**src/hdl/clock_tick_runtime_accounting_top_defines.svh**
```systemverilog
// Assertion macros shared by the accounting block.
`ifndef CLOCK_TICK_RUNTIME_ACCOUNTING_TOP_DEFINES_SVH
`define CLOCK_TICK_RUNTIME_ACCOUNTING_TOP_DEFINES_SVH

// Same-cycle implication, checked outside reset.
`define CTRA_ASSERT_NOW(label, clk, rst_n, ante, cons) \
    label: assert property (@(posedge clk) disable iff (!rst_n) (ante) |-> (cons)) \
        else $error("ctra: same-cycle check failed");

// Next-cycle implication, checked outside reset.
`define CTRA_ASSERT_NEXT(label, clk, rst_n, ante, cons) \
    label: assert property (@(posedge clk) disable iff (!rst_n) (ante) |=> (cons)) \
        else $error("ctra: next-cycle check failed");

`endif

```
**src/hdl/ctra_pkg.sv**
```systemverilog
package ctra_pkg;

    // Counter width default
    localparam int COUNTER_WIDTH_DEF = 32;

    // Configuration port widths
    localparam int CFG_INDEX_W = 3;
    localparam int CFG_DATA_W  = 16;

    // Register indexes
    localparam logic [CFG_INDEX_W-1:0] REG_DEFER_LEVEL    = 3'd0;
    localparam logic [CFG_INDEX_W-1:0] REG_TUNE_PERIOD    = 3'd1;
    localparam logic [CFG_INDEX_W-1:0] REG_IDEAL_RATE     = 3'd2;
    localparam logic [CFG_INDEX_W-1:0] REG_DEPTH_LIMIT    = 3'd3;
    localparam logic [CFG_INDEX_W-1:0] REG_QUANTUM_STEP   = 3'd4;

    // Register reset values
    localparam logic [4:0]  DEFER_LEVEL_RST    = 5'd2;
    localparam logic [7:0]  TUNE_PERIOD_RST    = 8'd20;
    localparam logic [15:0] IDEAL_RATE_RST     = 16'd20;
    localparam logic [7:0]  DEPTH_LIMIT_RST    = 8'd4;
    localparam logic [6:0]  QUANTUM_STEP_RST   = 7'd3;

    // Saturation floor of the quantum
    localparam logic [7:0]  QUANTUM_FLOOR      = 8'h80;

    typedef struct packed {
        logic [4:0]  defer_level;
        logic [7:0]  tune_period;
        logic [15:0] ideal_rate;
        logic [7:0]  depth_limit;
        logic [6:0]  quantum_step;
    } t_cfg;

    typedef struct packed {
        logic              from_user_mode;
        logic [4:0]        run_level;
        logic              deferred_routine_active;
        logic              deferred_irq_requested;
        logic              deferred_queue_nonempty;
        logic [31:0]       deferred_total_count;
        logic signed [7:0] thread_quantum;
        logic              thread_is_idle;
    } t_item;

    typedef struct packed {
        logic signed [7:0] new_quantum;
        logic              charge_user;
        logic              charge_kernel;
        logic              dispatch_request;
        logic [31:0]       request_rate;
        logic [7:0]        max_queue_depth;
        logic [31:0]       interrupt_total;
        logic [31:0]       cpu_user_ticks;
        logic [31:0]       cpu_kernel_ticks;
        logic [31:0]       cpu_hw_interrupt_ticks;
        logic [31:0]       cpu_deferred_ticks;
    } t_result;

endpackage

```
**src/hdl/ctra_cfg_regs.sv**
```systemverilog
module ctra_cfg_regs (
    input  logic                               i_clk,
    input  logic                               i_rst_n,
    input  logic                               i_valid,
    output logic                               o_ready,
    input  logic [ctra_pkg::CFG_INDEX_W-1:0]   i_index,
    input  logic [ctra_pkg::CFG_DATA_W-1:0]    i_data,
    output ctra_pkg::t_cfg                     o_cfg
);

    ctra_pkg::t_cfg r_cfg;
    ctra_pkg::t_cfg n_cfg;

    // Always take writes
    assign o_ready = 1'b1;

    // Decode the register index
    always_comb begin
        n_cfg = r_cfg;
        if (i_valid) begin
            case (i_index)
                ctra_pkg::REG_DEFER_LEVEL:    n_cfg.defer_level    = i_data[4:0];
                ctra_pkg::REG_TUNE_PERIOD:    n_cfg.tune_period    = i_data[7:0];
                ctra_pkg::REG_IDEAL_RATE:     n_cfg.ideal_rate     = i_data[15:0];
                ctra_pkg::REG_DEPTH_LIMIT:    n_cfg.depth_limit    = i_data[7:0];
                ctra_pkg::REG_QUANTUM_STEP:   n_cfg.quantum_step   = i_data[6:0];
                default:                      n_cfg = r_cfg;
            endcase
        end
    end

    // Hold the registers
    always_ff @(posedge i_clk) begin
        if (!i_rst_n) begin
            r_cfg.defer_level    <= ctra_pkg::DEFER_LEVEL_RST;
            r_cfg.tune_period    <= ctra_pkg::TUNE_PERIOD_RST;
            r_cfg.ideal_rate     <= ctra_pkg::IDEAL_RATE_RST;
            r_cfg.depth_limit    <= ctra_pkg::DEPTH_LIMIT_RST;
            r_cfg.quantum_step   <= ctra_pkg::QUANTUM_STEP_RST;
        end else begin
            r_cfg <= n_cfg;
        end
    end

    assign o_cfg = r_cfg;

endmodule

```
**src/hdl/ctra_tick_core.sv**
```systemverilog
module ctra_tick_core #(
    parameter int COUNTER_WIDTH = ctra_pkg::COUNTER_WIDTH_DEF
) (
    input  logic              i_clk,
    input  logic              i_rst_n,
    input  logic              i_advance,
    input  ctra_pkg::t_item   i_item,
    input  ctra_pkg::t_cfg    i_cfg,
    output ctra_pkg::t_result o_result
);

    localparam logic [COUNTER_WIDTH-1:0] CNT_ONE = COUNTER_WIDTH'(1);

    logic [COUNTER_WIDTH-1:0] r_tick, r_user, r_kernel, r_hw, r_deferred;
    logic [COUNTER_WIDTH-1:0] n_tick, n_user, n_kernel, n_hw, n_deferred;
    logic [31:0]              r_rate, n_rate, r_last_total;
    logic [7:0]               r_countdown, n_countdown, countdown_dec;
    logic [7:0]               r_depth, n_depth;

    logic       charge_kernel;
    logic       run_hw;
    logic       tune_hit;
    logic [8:0] quantum_diff;
    logic [7:0] quantum_new;
    logic       quantum_sat;
    logic       quantum_out;

    // Classify the tick
    assign charge_kernel = !i_item.from_user_mode &&
                           ((i_item.run_level < i_cfg.defer_level) ||
                            !i_item.deferred_routine_active);
    assign run_hw        = i_item.run_level > i_cfg.defer_level;

    always_comb begin
        n_tick     = r_tick + CNT_ONE;
        n_user     = r_user;
        n_kernel   = r_kernel;
        n_hw       = r_hw;
        n_deferred = r_deferred;
        if (i_item.from_user_mode) begin
            n_user = r_user + CNT_ONE;
        end else begin
            n_kernel = r_kernel + CNT_ONE;
            if (!charge_kernel) begin
                if (run_hw) begin
                    n_hw = r_hw + CNT_ONE;
                end else begin
                    n_deferred = r_deferred + CNT_ONE;
                end
            end
        end
    end

    // Average the request rate, wrapping before the halving
    always_comb begin
        n_rate = ((i_item.deferred_total_count - r_last_total) + r_rate) >> 1;
    end

    // Tune the queue depth
    assign tune_hit      = i_item.deferred_queue_nonempty &&
                           !i_item.deferred_routine_active &&
                           !i_item.deferred_irq_requested;
    assign countdown_dec = r_countdown - 8'd1;

    always_comb begin
        n_countdown = countdown_dec;
        n_depth     = r_depth;
        if (tune_hit) begin
            n_countdown = i_cfg.tune_period;
            if ((n_rate < {16'd0, i_cfg.ideal_rate}) && (r_depth > 8'd1)) begin
                n_depth = r_depth - 8'd1;
            end
        end else if (countdown_dec == 8'd0) begin
            n_countdown = i_cfg.tune_period;
            if (r_depth < i_cfg.depth_limit) begin
                n_depth = r_depth + 8'd1;
            end
        end
    end

    // Decrement the quantum, saturate at the floor
    assign quantum_diff = {i_item.thread_quantum[7], i_item.thread_quantum} -
                          {2'b00, i_cfg.quantum_step};
    assign quantum_sat  = quantum_diff[8] && !quantum_diff[7];
    assign quantum_new  = quantum_sat ? ctra_pkg::QUANTUM_FLOOR : quantum_diff[7:0];
    assign quantum_out  = (quantum_new[7] || (quantum_new == 8'd0)) &&
                          !i_item.thread_is_idle;

    // Assemble the result
    always_comb begin
        o_result.new_quantum            = quantum_new;
        o_result.charge_user            = i_item.from_user_mode;
        o_result.charge_kernel          = charge_kernel;
        o_result.dispatch_request       = tune_hit || quantum_out;
        o_result.request_rate           = n_rate;
        o_result.max_queue_depth        = n_depth;
        o_result.interrupt_total        = 32'(n_tick);
        o_result.cpu_user_ticks         = 32'(n_user);
        o_result.cpu_kernel_ticks       = 32'(n_kernel);
        o_result.cpu_hw_interrupt_ticks = 32'(n_hw);
        o_result.cpu_deferred_ticks     = 32'(n_deferred);
    end

    // Commit state once per item
    always_ff @(posedge i_clk) begin
        if (!i_rst_n) begin
            r_tick       <= '0;
            r_user       <= '0;
            r_kernel     <= '0;
            r_hw         <= '0;
            r_deferred   <= '0;
            r_rate       <= '0;
            r_last_total <= '0;
            r_countdown  <= ctra_pkg::TUNE_PERIOD_RST;
            r_depth      <= ctra_pkg::DEPTH_LIMIT_RST;
        end else if (i_advance) begin
            r_tick       <= n_tick;
            r_user       <= n_user;
            r_kernel     <= n_kernel;
            r_hw         <= n_hw;
            r_deferred   <= n_deferred;
            r_rate       <= n_rate;
            r_last_total <= i_item.deferred_total_count;
            r_countdown  <= n_countdown;
            r_depth      <= n_depth;
        end
    end

endmodule

```
**src/hdl/clock_tick_runtime_accounting_top.sv**
```systemverilog
// Channel   Handshake                  Payload
// tick in   i_in_valid / o_in_stall    i_from_user_mode .. i_thread_is_idle
// result    o_out_valid / i_out_stall  o_new_quantum .. o_cpu_deferred_ticks
// config    i_cfg_valid / o_cfg_ready  i_cfg_index, i_cfg_data
//
// One item per cycle while the result is not stalled; a taken item passes from
// the input register to the result register, which holds the accounting update.
// Reset is synchronous, active low; it restores counters and registers.
// A stalled result holds; the input register still takes one more item.
// Config writes are always ready.
`include "clock_tick_runtime_accounting_top_defines.svh"

module clock_tick_runtime_accounting_top #(
    parameter int COUNTER_WIDTH = ctra_pkg::COUNTER_WIDTH_DEF
) (
    input  logic                             i_clk,
    input  logic                             i_rst_n,
    // tick input
    input  logic                             i_in_valid,
    output logic                             o_in_stall,
    input  logic                             i_from_user_mode,
    input  logic [4:0]                       i_run_level,
    input  logic                             i_deferred_routine_active,
    input  logic                             i_deferred_irq_requested,
    input  logic                             i_deferred_queue_nonempty,
    input  logic [31:0]                      i_deferred_total_count,
    input  logic signed [7:0]                i_thread_quantum,
    input  logic                             i_thread_is_idle,
    // result output
    output logic                             o_out_valid,
    input  logic                             i_out_stall,
    output logic signed [7:0]                o_new_quantum,
    output logic                             o_charge_user,
    output logic                             o_charge_kernel,
    output logic                             o_dispatch_request,
    output logic [31:0]                      o_request_rate,
    output logic [7:0]                       o_max_queue_depth,
    output logic [31:0]                      o_interrupt_total,
    output logic [31:0]                      o_cpu_user_ticks,
    output logic [31:0]                      o_cpu_kernel_ticks,
    output logic [31:0]                      o_cpu_hw_interrupt_ticks,
    output logic [31:0]                      o_cpu_deferred_ticks,
    // configuration
    input  logic                             i_cfg_valid,
    output logic                             o_cfg_ready,
    input  logic [ctra_pkg::CFG_INDEX_W-1:0] i_cfg_index,
    input  logic [ctra_pkg::CFG_DATA_W-1:0]  i_cfg_data
);

    ctra_pkg::t_cfg    cfg;
    ctra_pkg::t_item   r_item;
    ctra_pkg::t_result r_result;
    ctra_pkg::t_result core_result;
    logic              r_in_valid;
    logic              r_out_valid;
    logic              out_free;
    logic              advance;
    logic              in_take;

    ctra_cfg_regs u_cfg (
        .i_clk   (i_clk),
        .i_rst_n (i_rst_n),
        .i_valid (i_cfg_valid),
        .o_ready (o_cfg_ready),
        .i_index (i_cfg_index),
        .i_data  (i_cfg_data),
        .o_cfg   (cfg)
    );

    // Move an item to the result register when that register frees up
    assign out_free   = !r_out_valid || !i_out_stall;
    assign advance    = r_in_valid && out_free;
    assign o_in_stall = r_in_valid && !out_free;
    assign in_take    = i_in_valid && !o_in_stall;

    ctra_tick_core #(
        .COUNTER_WIDTH (COUNTER_WIDTH)
    ) u_core (
        .i_clk     (i_clk),
        .i_rst_n   (i_rst_n),
        .i_advance (advance),
        .i_item    (r_item),
        .i_cfg     (cfg),
        .o_result  (core_result)
    );

    // Hold the input register
    always_ff @(posedge i_clk) begin
        if (!i_rst_n) begin
            r_in_valid <= 1'b0;
        end else if (out_free || !r_in_valid) begin
            r_in_valid <= in_take;
        end
    end

    always_ff @(posedge i_clk) begin
        if (in_take) begin
            r_item.from_user_mode          <= i_from_user_mode;
            r_item.run_level               <= i_run_level;
            r_item.deferred_routine_active <= i_deferred_routine_active;
            r_item.deferred_irq_requested  <= i_deferred_irq_requested;
            r_item.deferred_queue_nonempty <= i_deferred_queue_nonempty;
            r_item.deferred_total_count    <= i_deferred_total_count;
            r_item.thread_quantum          <= i_thread_quantum;
            r_item.thread_is_idle          <= i_thread_is_idle;
        end
    end

    // Hold the result register
    always_ff @(posedge i_clk) begin
        if (!i_rst_n) begin
            r_out_valid <= 1'b0;
        end else if (out_free) begin
            r_out_valid <= r_in_valid;
        end
    end

    always_ff @(posedge i_clk) begin
        if (advance) begin
            r_result <= core_result;
        end
    end

    assign o_out_valid              = r_out_valid;
    assign o_new_quantum            = r_result.new_quantum;
    assign o_charge_user            = r_result.charge_user;
    assign o_charge_kernel          = r_result.charge_kernel;
    assign o_dispatch_request       = r_result.dispatch_request;
    assign o_request_rate           = r_result.request_rate;
    assign o_max_queue_depth        = r_result.max_queue_depth;
    assign o_interrupt_total        = r_result.interrupt_total;
    assign o_cpu_user_ticks         = r_result.cpu_user_ticks;
    assign o_cpu_kernel_ticks       = r_result.cpu_kernel_ticks;
    assign o_cpu_hw_interrupt_ticks = r_result.cpu_hw_interrupt_ticks;
    assign o_cpu_deferred_ticks     = r_result.cpu_deferred_ticks;

    // A tick is never charged to both user and kernel time
    `CTRA_ASSERT_NOW(a_charge_excl, i_clk, i_rst_n, o_out_valid, !(o_charge_user && o_charge_kernel))
    // The queue depth never reaches zero
    `CTRA_ASSERT_NOW(a_depth_nonzero, i_clk, i_rst_n, o_out_valid, o_max_queue_depth != 8'd0)
    // Input stalls only with both registers full
    `CTRA_ASSERT_NOW(a_stall_full, i_clk, i_rst_n, o_in_stall, r_in_valid && r_out_valid)
    // A moved item always shows up as a valid result
    `CTRA_ASSERT_NEXT(a_advance_out, i_clk, i_rst_n, advance, r_out_valid)

endmodule

```
**config.mk**
```make
export PLATFORM = sky130hd
export DESIGN_NAME = clock_tick_runtime_accounting_top
export DESIGN_NICKNAME = d
export VERILOG_FILES = /design/src/hdl/ctra_pkg.sv /design/src/hdl/ctra_cfg_regs.sv /design/src/hdl/ctra_tick_core.sv /design/src/hdl/clock_tick_runtime_accounting_top.sv
export VERILOG_INCLUDE_DIRS = /design/src /design/src/hdl
export SDC_FILE = /design/constraint.sdc
export NUM_CORES = 1
export LEC_CHECK = 0
export ABC_AREA = 0
export ABC_CLOCK_PERIOD_IN_PS = 13590
export BUFFER_PORTS_ARGS = -buffer_cell sky130_fd_sc_hd__buf_2
export CORE_ASPECT_RATIO = 1.5
export CORE_MARGIN = 1.5
export CORE_UTILIZATION = 45
export CTS_BUF_LIST = sky130_fd_sc_hd__clkbuf_16
export DETAILED_ROUTE_END_ITERATION = 8
export PLACE_DENSITY = 0.61
export SYNTH_ARGS = -nofsm -noshare
export SYNTH_HDL_FRONTEND = slang
export SYNTH_SLANG_ARGS = --single-unit
```
**constraint.sdc**
```tcl
create_clock -name i_clk -period 13.59 [get_ports i_clk]
set_input_delay 3.3975 -clock i_clk [delete_from_list [all_inputs] [get_ports i_clk]]
set_output_delay 3.3975 -clock i_clk [all_outputs]
set_load 0.05 [all_outputs]
```
==> Yosys cells after proc, flatten, opt, wreduce, memory -nomap -nowiden <==
Index checks and enable logic that the tools add are counted.
{ "word_totals": {"reg_bits": 545, "latch_bits": 0, "ramBits": 0, "romBits": 0, "inputBits": 74, "elab_cells": 102, "memories": 0} }
{ "classes": {"n_addsub": 11, "n_mul": 0, "div_mod_pow": 0, "n_lt_le_gt_ge": 5, "n_eq_ne": 4, "shift": 0, "muxes": 15, "bitwise": 0, "reduce_logical": 32} }
{ "ops": {"columns": ["cell", "n"], "rows": [
  ["$mux 32", 8],
  ["$add 32x1->32 const B", 5],
  ["$mux 8", 7],
  ["$add 32x31->32", 1],
  ["$sub 32x32->32", 1],
  ["$lt 31x16->1", 1],
  ["$logic_not 8->1", 2],
  ["$sub 8x1->8 const B", 2],
  ["$logic_not 1->1", 10],
  ["$reduce_and 2->1", 5],
  ["$logic_and 1x1->1", 9],
  ["$sub 8x8->9", 1],
  ["$add 8x1->8 const B", 1],
  ["$gt 8x1->1 const B", 1],
  ["$lt 8x8->1", 1],
  ["$eq 3x2->1 const B", 2],
  ["$gt 5x5->1", 1],
  ["$logic_or 1x1->1", 5],
  ["$lt 5x5->1", 1],
  ["$eq 3x1->1 const B", 1],
  ["$eq 3x3->1 const B", 1],
  ["$logic_not 3->1", 1]
]} }

==> Depth between registers and ports, before layout <==
Gate-level depths: netlist of the first run.
{ "logic_depth": {"depth_word": 8, "mapped_depth": 20, "mapped_depth_nobuf": 20} }

==> Modules after synthesis <==
A second synthesis of the first run with hierarchy kept.
{ "unflattened": {"cells_unflattened": 2656, "hier_area_um2": 26983.4} }
{ "by_module_without_submodules": {"columns": ["mod", "n_inst", "cells_each", "area_each_um2", "seq_area_each_um2"], "rows": [
  ["ctra_tick_core", 1, 2215, 17335.4, 4784.6],
  ["clock_tick_runtime_accounting_top", 1, 269, 7921.3, 7877.6],
  ["ctra_cfg_regs", 1, 172, 1726.7, 880.8]
]} }

==> Worst setup path before layout of the first run <==
No wires, ideal clock.
{ "synth_timing": {"kind": "in2reg", "startpoint": "input i_out_stall", "endpoint": "register r_result (netlist bit o_charge_kernel) (enable)", "arrival_ns": 10.226, "t_required_ns": 12.935, "setup_slack_ns": 2.710, "path_stages": 7, "cell_sequence": "nand2_1 -> nand2_1 -> clkbuf_1 -> inv_1 -> clkbuf_1 -> clkbuf_1 -> buf_1"} }
{ "synth_between": {"elab_chain_cells": 3} }
{ "synth_lines": {"columns": ["item", "line_no", "text"], "rows": [
  ["start: declaration", "clock_tick_runtime_accounting_top.sv:31", "input logic i_out_stall,"],
  ["$logic_not 1->1", "clock_tick_runtime_accounting_top.sv:71", "assign out_free = !r_out_valid || !i_out_stall;"],
  ["$logic_or 1x1->1", "clock_tick_runtime_accounting_top.sv:71", null],
  ["$logic_and 1x1->1", "clock_tick_runtime_accounting_top.sv:72", "assign advance = r_in_valid && out_free;"],
  ["via advance", "clock_tick_runtime_accounting_top.sv:57", "logic advance;"],
  ["end signal: assignment", "clock_tick_runtime_accounting_top.sv:120", "r_result <= core_result;"],
  ["end: declaration", "clock_tick_runtime_accounting_top.sv:52", "ctra_pkg::t_result r_result;"]
]} }
The timed path passes the listed nets, and every way through them passes these cells.
A chain may end at the register's enable or synchronous reset.

==> Worst setup path after layout of the first run <==
{ "layout_timing": {"startpoint": "input i_out_stall", "endpoint": "output o_in_stall"} }
{ "layout_between": {"elab_chain_cells": 4} }
{ "layout_lines": {"columns": ["item", "line_no", "text"], "rows": [
  ["$logic_not 1->1", "clock_tick_runtime_accounting_top.sv:71", null],
  ["$logic_or 1x1->1", "clock_tick_runtime_accounting_top.sv:71", null],
  ["$logic_not 1->1", "clock_tick_runtime_accounting_top.sv:73", "assign o_in_stall = r_in_valid && !out_free;"],
  ["$logic_and 1x1->1", "clock_tick_runtime_accounting_top.sv:73", null],
  ["end: declaration", "clock_tick_runtime_accounting_top.sv:20", "output logic o_in_stall,"]
]} }
Every way passes these cells.

==> results_dict.tcl, run 1 <==
set metrics [dict create \
    outcome "finished clean" \
    path_common_cell "buf_2" \
    number_of_antenna_violations_at_the_first_check_in_global_routing 3 \
    vdd_ir_drop_max_mv 0.1170 \
    core.rowCount 108 \
    final_critical_path_setup_slack_ns 6.165 \
    layout.cells.most_common_list "391 x nand2_1, 285 x buf_2, 285 x dfxtp_1" \
    global_route_wire_length_before_repair_um 96590 \
    rsz_0062_raised_after_global_routing "no" \
    path_class "input pin to output port" \
    synth.net_count 2870 \
    flow.area_growth_from_synthesis_pct 14.72 \
    grt_max_degree 163 \
    synth-seq-cells 545 \
    syn_inst 2689 \
    final.setup.tns_ns 0 \
    synth_top_flop_cell "dfxtp_1" \
    finalSetupViolations 0 \
    worst-endpoint-required_ns 10.19 \
    synth-simple-area-share 0.1810 \
    cts.clk_slew.worst_paths_ns 0.06 \
    worstSetupEndpointType "output port" \
    crit_path_max_incr_delay_ns 0.29 \
    avgSynthCellArea_um2 9.745 \
    wire_per_inst_um 16.32 \
    grt.overflow.total 0 \
    io_buffer_count 285 \
    drt_iter0_markers 868 \
    hp-class "flip-flop to flip-flop" \
    ctsRootBufferMaster "clkbuf_16" \
    floorplan.die_area_um2 59720 \
    fmaxAchievable_mhz 134.7 \
    grt_use_total 0.2024 \
    synth_top_family_by_area "simple AND/OR/NAND/NOR gates" \
    cts.htree.levels 2 \
    multiplexer_fraction_of_the_synthesized_cell_area 0.004488 \
    critical_path.cell_chain "buf_2 > and3_1 > buf_2" \
    count_of_unresolved_drc_violations_after_routing 0 \
    ys_types 89 \
    async_reset_ff_frac 0 \
    final_nets 3092 \
    worst-endpoint-arrival_ns 4.03 \
    power.total_uw 4615 \
    ioPinCount 288 \
    ctsHoldBuffers 0 \
    final_antenna_net_count 0 \
    cts_tree "built" \
    core-area_um2 57700 \
    detailed_place_hpwl_um 42650 \
    starting_utilization_of_the_core_area 0.4541 \
    layout_commonest_cell "nand2_1" \
    slew_violations 0 \
    finalWeightedCongestion 0.8307 \
    grt_pass1_vias 19284 \
    routed_wl_um 60820 \
    drt_pass1_iterations 7 \
    post_layout_nonfiller_instances 3727 \
    place_inst 3627 \
    synth_xor_area_frac 0.09994 \
    synth.yosys.warnings 0 \
    fp.dieH_um 298.5 \
    synth-compound-area-share 0.09087 \
    avgViaCountPerCell 5.198 \
    cell_with_the_largest_stage_delay_on_the_worst_path "buf_2" \
    cp_max_fo 3 \
    cts.repair.resized 0 \
    clk_path_buf_depth 3 \
    finalClockSkew_ns 0.01615 \
    cts_post_setup_buffers_inserted 0 \
    synth_edf_count 260 \
    kind_of_launch_point_of_the_worst_setup_path "input pin" \
    mappedNetlistArea_um2 26200 \
    routed-via-count 19372 \
    slew_headroom 0.2779 \
    powerDensity_nw_per_um2 153.5 \
    drv_cap 0 \
    total_leakage_power_uw 0.01158 \
    dp_worst_setup_slack_ns 6.159 \
    synthAdderAreaFrac 0.06026 \
    report.final.hold_viol_count 0 \
    clock_latency_late_sink_ns 0.60 \
    fin_crit_ns 7.425 \
    final_worst_path_period_share 0.5463 \
    drive_gt1_frac 0.1428 \
    cts_made_buffers 52 \
    die_width_um 200.0 \
    tightest_pin_transition_ns 1.083 \
    clock-sinks 545 \
    synth_sequential_area_ratio 0.5157 \
]
-- registers in the layout (all words and copies together), names as in the netlist, 8 cells and up --
| signal | flops |
|---|---|
| o_cpu_kernel_ticks | 32 |
| o_new_quantum | 8 |
| o_max_queue_depth | 8 |
| o_request_rate | 31 |
| u_core.r_tick | 32 |
| u_core.r_depth | 8 |
| u_core.r_countdown | 8 |
| u_core.r_last_total | 32 |
| u_core.r_rate | 31 |
| o_cpu_user_ticks | 32 |
| r_item | 50 |
| u_cfg.o_cfg | 44 |
| u_core.r_kernel | 32 |
| u_core.r_hw | 32 |
| u_core.r_deferred | 32 |
| u_core.r_user | 32 |
| o_cpu_hw_interrupt_ticks | 32 |
| o_interrupt_total | 32 |
| o_cpu_deferred_ticks | 32 |
-- worst paths after layout --
check                          from              endpoint  cells after the start  slack (ns)
hold reg to reg   u_core.r_rate[10]     u_core.r_rate[10]                      2        0.45
setup reg to reg         r_item[10]  o_max_queue_depth[4]                     14        8.00
setup / recovery        i_out_stall            o_in_stall                      3        6.17
hold / removal    u_core.r_rate[10]     u_core.r_rate[10]                      2        0.45
-- where the power goes --
| part | internal (uW) | leakage (uW) | switching [uW] |
|---|---|---|---|
| sequential | 1840 | 0.00468 | 40.8 |
| clock | 931 | 0.000930 | 643 |
| combinational | 350 | 0.00596 | 809 |
| total | 3120 | 0.0116 | 1490 |
-- synthesized netlist by cell type (all sizes together), types with 16 or more instances --
cell,n,area [um2]
o21ai,84,420.4
nand2,393,1483
nor3,45,235.2
a21oi,205,1033
inv,191,716.9
nor2,217,814.5
edfxtp,260,7807
ha,75,938.4
dfxtp,285,5705
xor2,159,1393
or3,58,362.9
nand4,53,337.8
xnor2,140,1226
and2,16,101.4
and3,42,267.8
a21o,23,175.2
clkbuf,105,395.4
nand3,96,480.5
nor4,19,163.9
buf,23,131.4
fa,32,640.6
-- metrics by stage --
step | hold WS, ns | cell area [um2] | util
after CTS | 0.4557 | 30060 | 0.5209
after global routing | 0.4709 | 30060 | 0.5210
after floorplan | 0.4329 | 26200 | -
final | 0.4534 | 30060 | 0.5210
after detailed placement | 0.4469 | 28190 | 0.4885
after global placement | 0.4412 | 28190 | 0.4885
-- layer usage --
| layer | global-route usage | routed length [um] | vias to the layer above |
|---|---|---|---|
| li1 | - | - | 9592 |
| met1 | 0.2278 | 24150 | 9181 |
| met3 | 0.02426 | 2317 | 143 |
| met5 | 0 | 14 | - |
| met2 | 0.3752 | 31760 | 454 |
| met4 | 0.09255 | 2573 | 2 |
-- layout make-up --
class	count	area (um2)
clock buffer	52	1301
antenna	2	5.005
sequential	545	13510
tap	770	963.4
timing repair buffer	296	1509
clock inverter	46	568.0
inverter	191	732.0
fill	5351	27640
multi-input combinational	1825	11470
-- kinds of logic (layout without fill, tap and decap cells) --
logic type,Yosys count,after routing
simple gates,1004,1004
flops,545,545
compound gates,402,402
buf+inv,319,585
xor+xnor,299,299
fa+ha+maj,107,107
mux,11,11
other cells,2,4
-- critical path, delay by kind of cell --
family | cells | cell delay (ns)
AND/OR/NAND/NOR | 1 | 0.24
buffers and inverters | 2 | 0.38
(Power assumes the default switching activity.)
==> inputs of run 2 (changes only) <==
- ABC_CLOCK_PERIOD_IN_PS: 13590 -> 6450
- PLACE_DENSITY: 0.61 -> 0.63
- clock period: 13.59 -> 6.45 ns (I/O delays scaled with it)
==> run 2 against run 1 <==
Final cell count up 0.21%. Design area decreased by 0.31%. Clock skew is 0.011 ns higher. Largest cell class unchanged. Combinational power is 110% higher. Register-to-register slack got worse by 6.7 ns. Die area unchanged. Clock power rose by 94%. Critical path depth rose by 14. Via count is 0.70% higher. Global-route usage barely moved. Sequential share of layout area is 0.14 points higher. Core utilization down 0.16 points.
==> results_dict.tcl, run 2 (synthesized netlist as in run 1, its figures left out) <==
set metrics [dict create \
    reg2regPathDepth 17 \
    cts_tree "built" \
    detailed_place_hpwl_um 43330 \
    global_route_wire_length_before_repair_um 96640 \
    worst-endpoint-required_ns 6.85 \
    drive_gt1_frac 0.1418 \
    ctsHoldBuffers 0 \
    largest_reg_flops 50 \
    clock_latency_late_sink_ns 0.60 \
    finish.instance_area_um2 29970 \
    final_nets 3097 \
    finalWeightedCongestion 0.8655 \
    outcome "finished clean" \
    final_worst_path_period_share 0.7949 \
    drv_cap 0 \
    fp.dieH_um 298.5 \
    core-area_um2 57700 \
    starting_utilization_of_the_core_area 0.4541 \
    clock-sinks 545 \
    cts.repair.resized 0 \
    hp-class "flip-flop to flip-flop" \
    io_buffer_count 285 \
    finalSetupViolations 0 \
    vdd_ir_drop_max_mv 0.2532 \
    powerDensity_nw_per_um2 314.9 \
    top_register "r_item" \
    number_of_antenna_violations_at_the_first_check_in_global_routing 4 \
    fillers 5267 \
    layout_commonest_cell "nand2_1" \
    grt_use_total 0.2022 \
    floorplan.die_area_um2 59720 \
    final_antenna_net_count 0 \
    worstSetupEndpointType "flip-flop" \
    drt_pass1_iterations 5 \
    clk_path_buf_depth 3 \
    cp_max_fo 10 \
    flow.area_growth_from_synthesis_pct 14.36 \
    total_leakage_power_uw 0.01154 \
    cts_made_buffers 53 \
    slew_violations 0 \
    layout.cells.most_common_list "391 x nand2_1, 285 x buf_2, 285 x dfxtp_1" \
    die_width_um 200.0 \
    placedInstanceArea_um2 28240 \
    worst-endpoint-arrival_ns 5.53 \
    ioPinCount 288 \
    grt.overflow.total 0 \
    cts.htree.levels 2 \
    grt_max_degree 163 \
    final.setup.tns_ns 0 \
    fmaxAchievable_mhz 195.0 \
    report.final.hold_viol_count 0 \
    drt_iter0_markers 843 \
    rsz_0062_raised_after_global_routing "no" \
    cts_post_setup_buffers_inserted 0 \
    avgViaCountPerCell 5.223 \
    routed_wl_um 60550 \
    routed-via-count 19508 \
    path_class "flip-flop to flip-flop" \
    grt_pass1_vias 19561 \
    finalClockSkew_ns 0.02699 \
    wire_per_inst_um 16.21 \
    fin_crit_ns 5.127 \
    tightest_pin_transition_ns 1.089 \
    cts.clk_slew.worst_paths_ns 0.07 \
    kind_of_launch_point_of_the_worst_setup_path "flip-flop" \
    min_path_cells 2 \
    core.rowCount 108 \
    ctsRootBufferMaster "clkbuf_16" \
    count_of_unresolved_drc_violations_after_routing 0 \
    slew_headroom 0.2710 \
]
## run 2: per-layer routing
layer | vias to the layer above | share of wire | global-route usage
met5 | - | 0.00021 | 0
met4 | 2 | 0.045 | 0.09560
met3 | 143 | 0.042 | 0.02776
met2 | 424 | 0.52 | 0.3785
met1 | 9325 | 0.39 | 0.2208
li1 | 9614 | - | -
## run 2: cell type report
type | count | area (um2) | area share
flip-flops and latches | 545 | 13510 | 0.4509
multi-input cells | 1825 | 11470 | 0.3827
repair buffers | 300 | 1564 | 0.05219
clock buffers | 54 | 1351 | 0.04509
well taps | 770 | 963.4 | 0.03215
inverters | 191 | 732.0 | 0.02442
clock inverters | 46 | 365.4 | 0.01219
diodes | 4 | 10.01 | 0.0003340
## run 2: final timing paths
path / start / end / slack [ns]
worst max-delay path: r_item[10] / o_max_queue_depth[6] / 1.32
worst min-delay path: u_core.r_rate[20] / u_core.r_rate[20] / 0.46
worst max register to register: r_item[10] / o_max_queue_depth[6] / 1.32
worst min register to register: u_core.r_rate[20] / u_core.r_rate[20] / 0.46
## run 2: critical path: stages, from the launching register on
cell,delay [ns]
edfxtp_1,0.35
inv_1,0.06
fa_1,0.53
fa_1,0.48
nand2b_1,0.19
a21oi_1,0.28
a21oi_2,0.17
o21ai_0,0.30
xor2_1,0.29
ha_1,0.30
a21o_1,0.16
a21o_1,0.17
a21oi_1,0.12
o21ai_0,0.15
o2bb2ai_1,0.35
nor4_4,0.57
nand2_4,0.14
o311ai_1,0.29
## run 2: where the power goes
part	internal, uW	switching (uW)	total, uW
Sequential	3880	90.9	3970
Combinational	737	1690	2420
Clock	1690	1350	3050
## run 2: through the flow
step                      std cells  power, uW  utilization  setup slack [ns]  hold slack, ns
final                          3735       9437       0.5194             1.323          0.4571
after global routing           3734       9906       0.5193            0.9991          0.4759
after CTS                      3731       9537       0.5192             1.366          0.4558
after detailed placement       3631       6453       0.4894             1.377          0.4465
after global placement         3631       6412       0.4894             1.525          0.4427
after floorplan                2689       5806            -            0.4237          0.4329
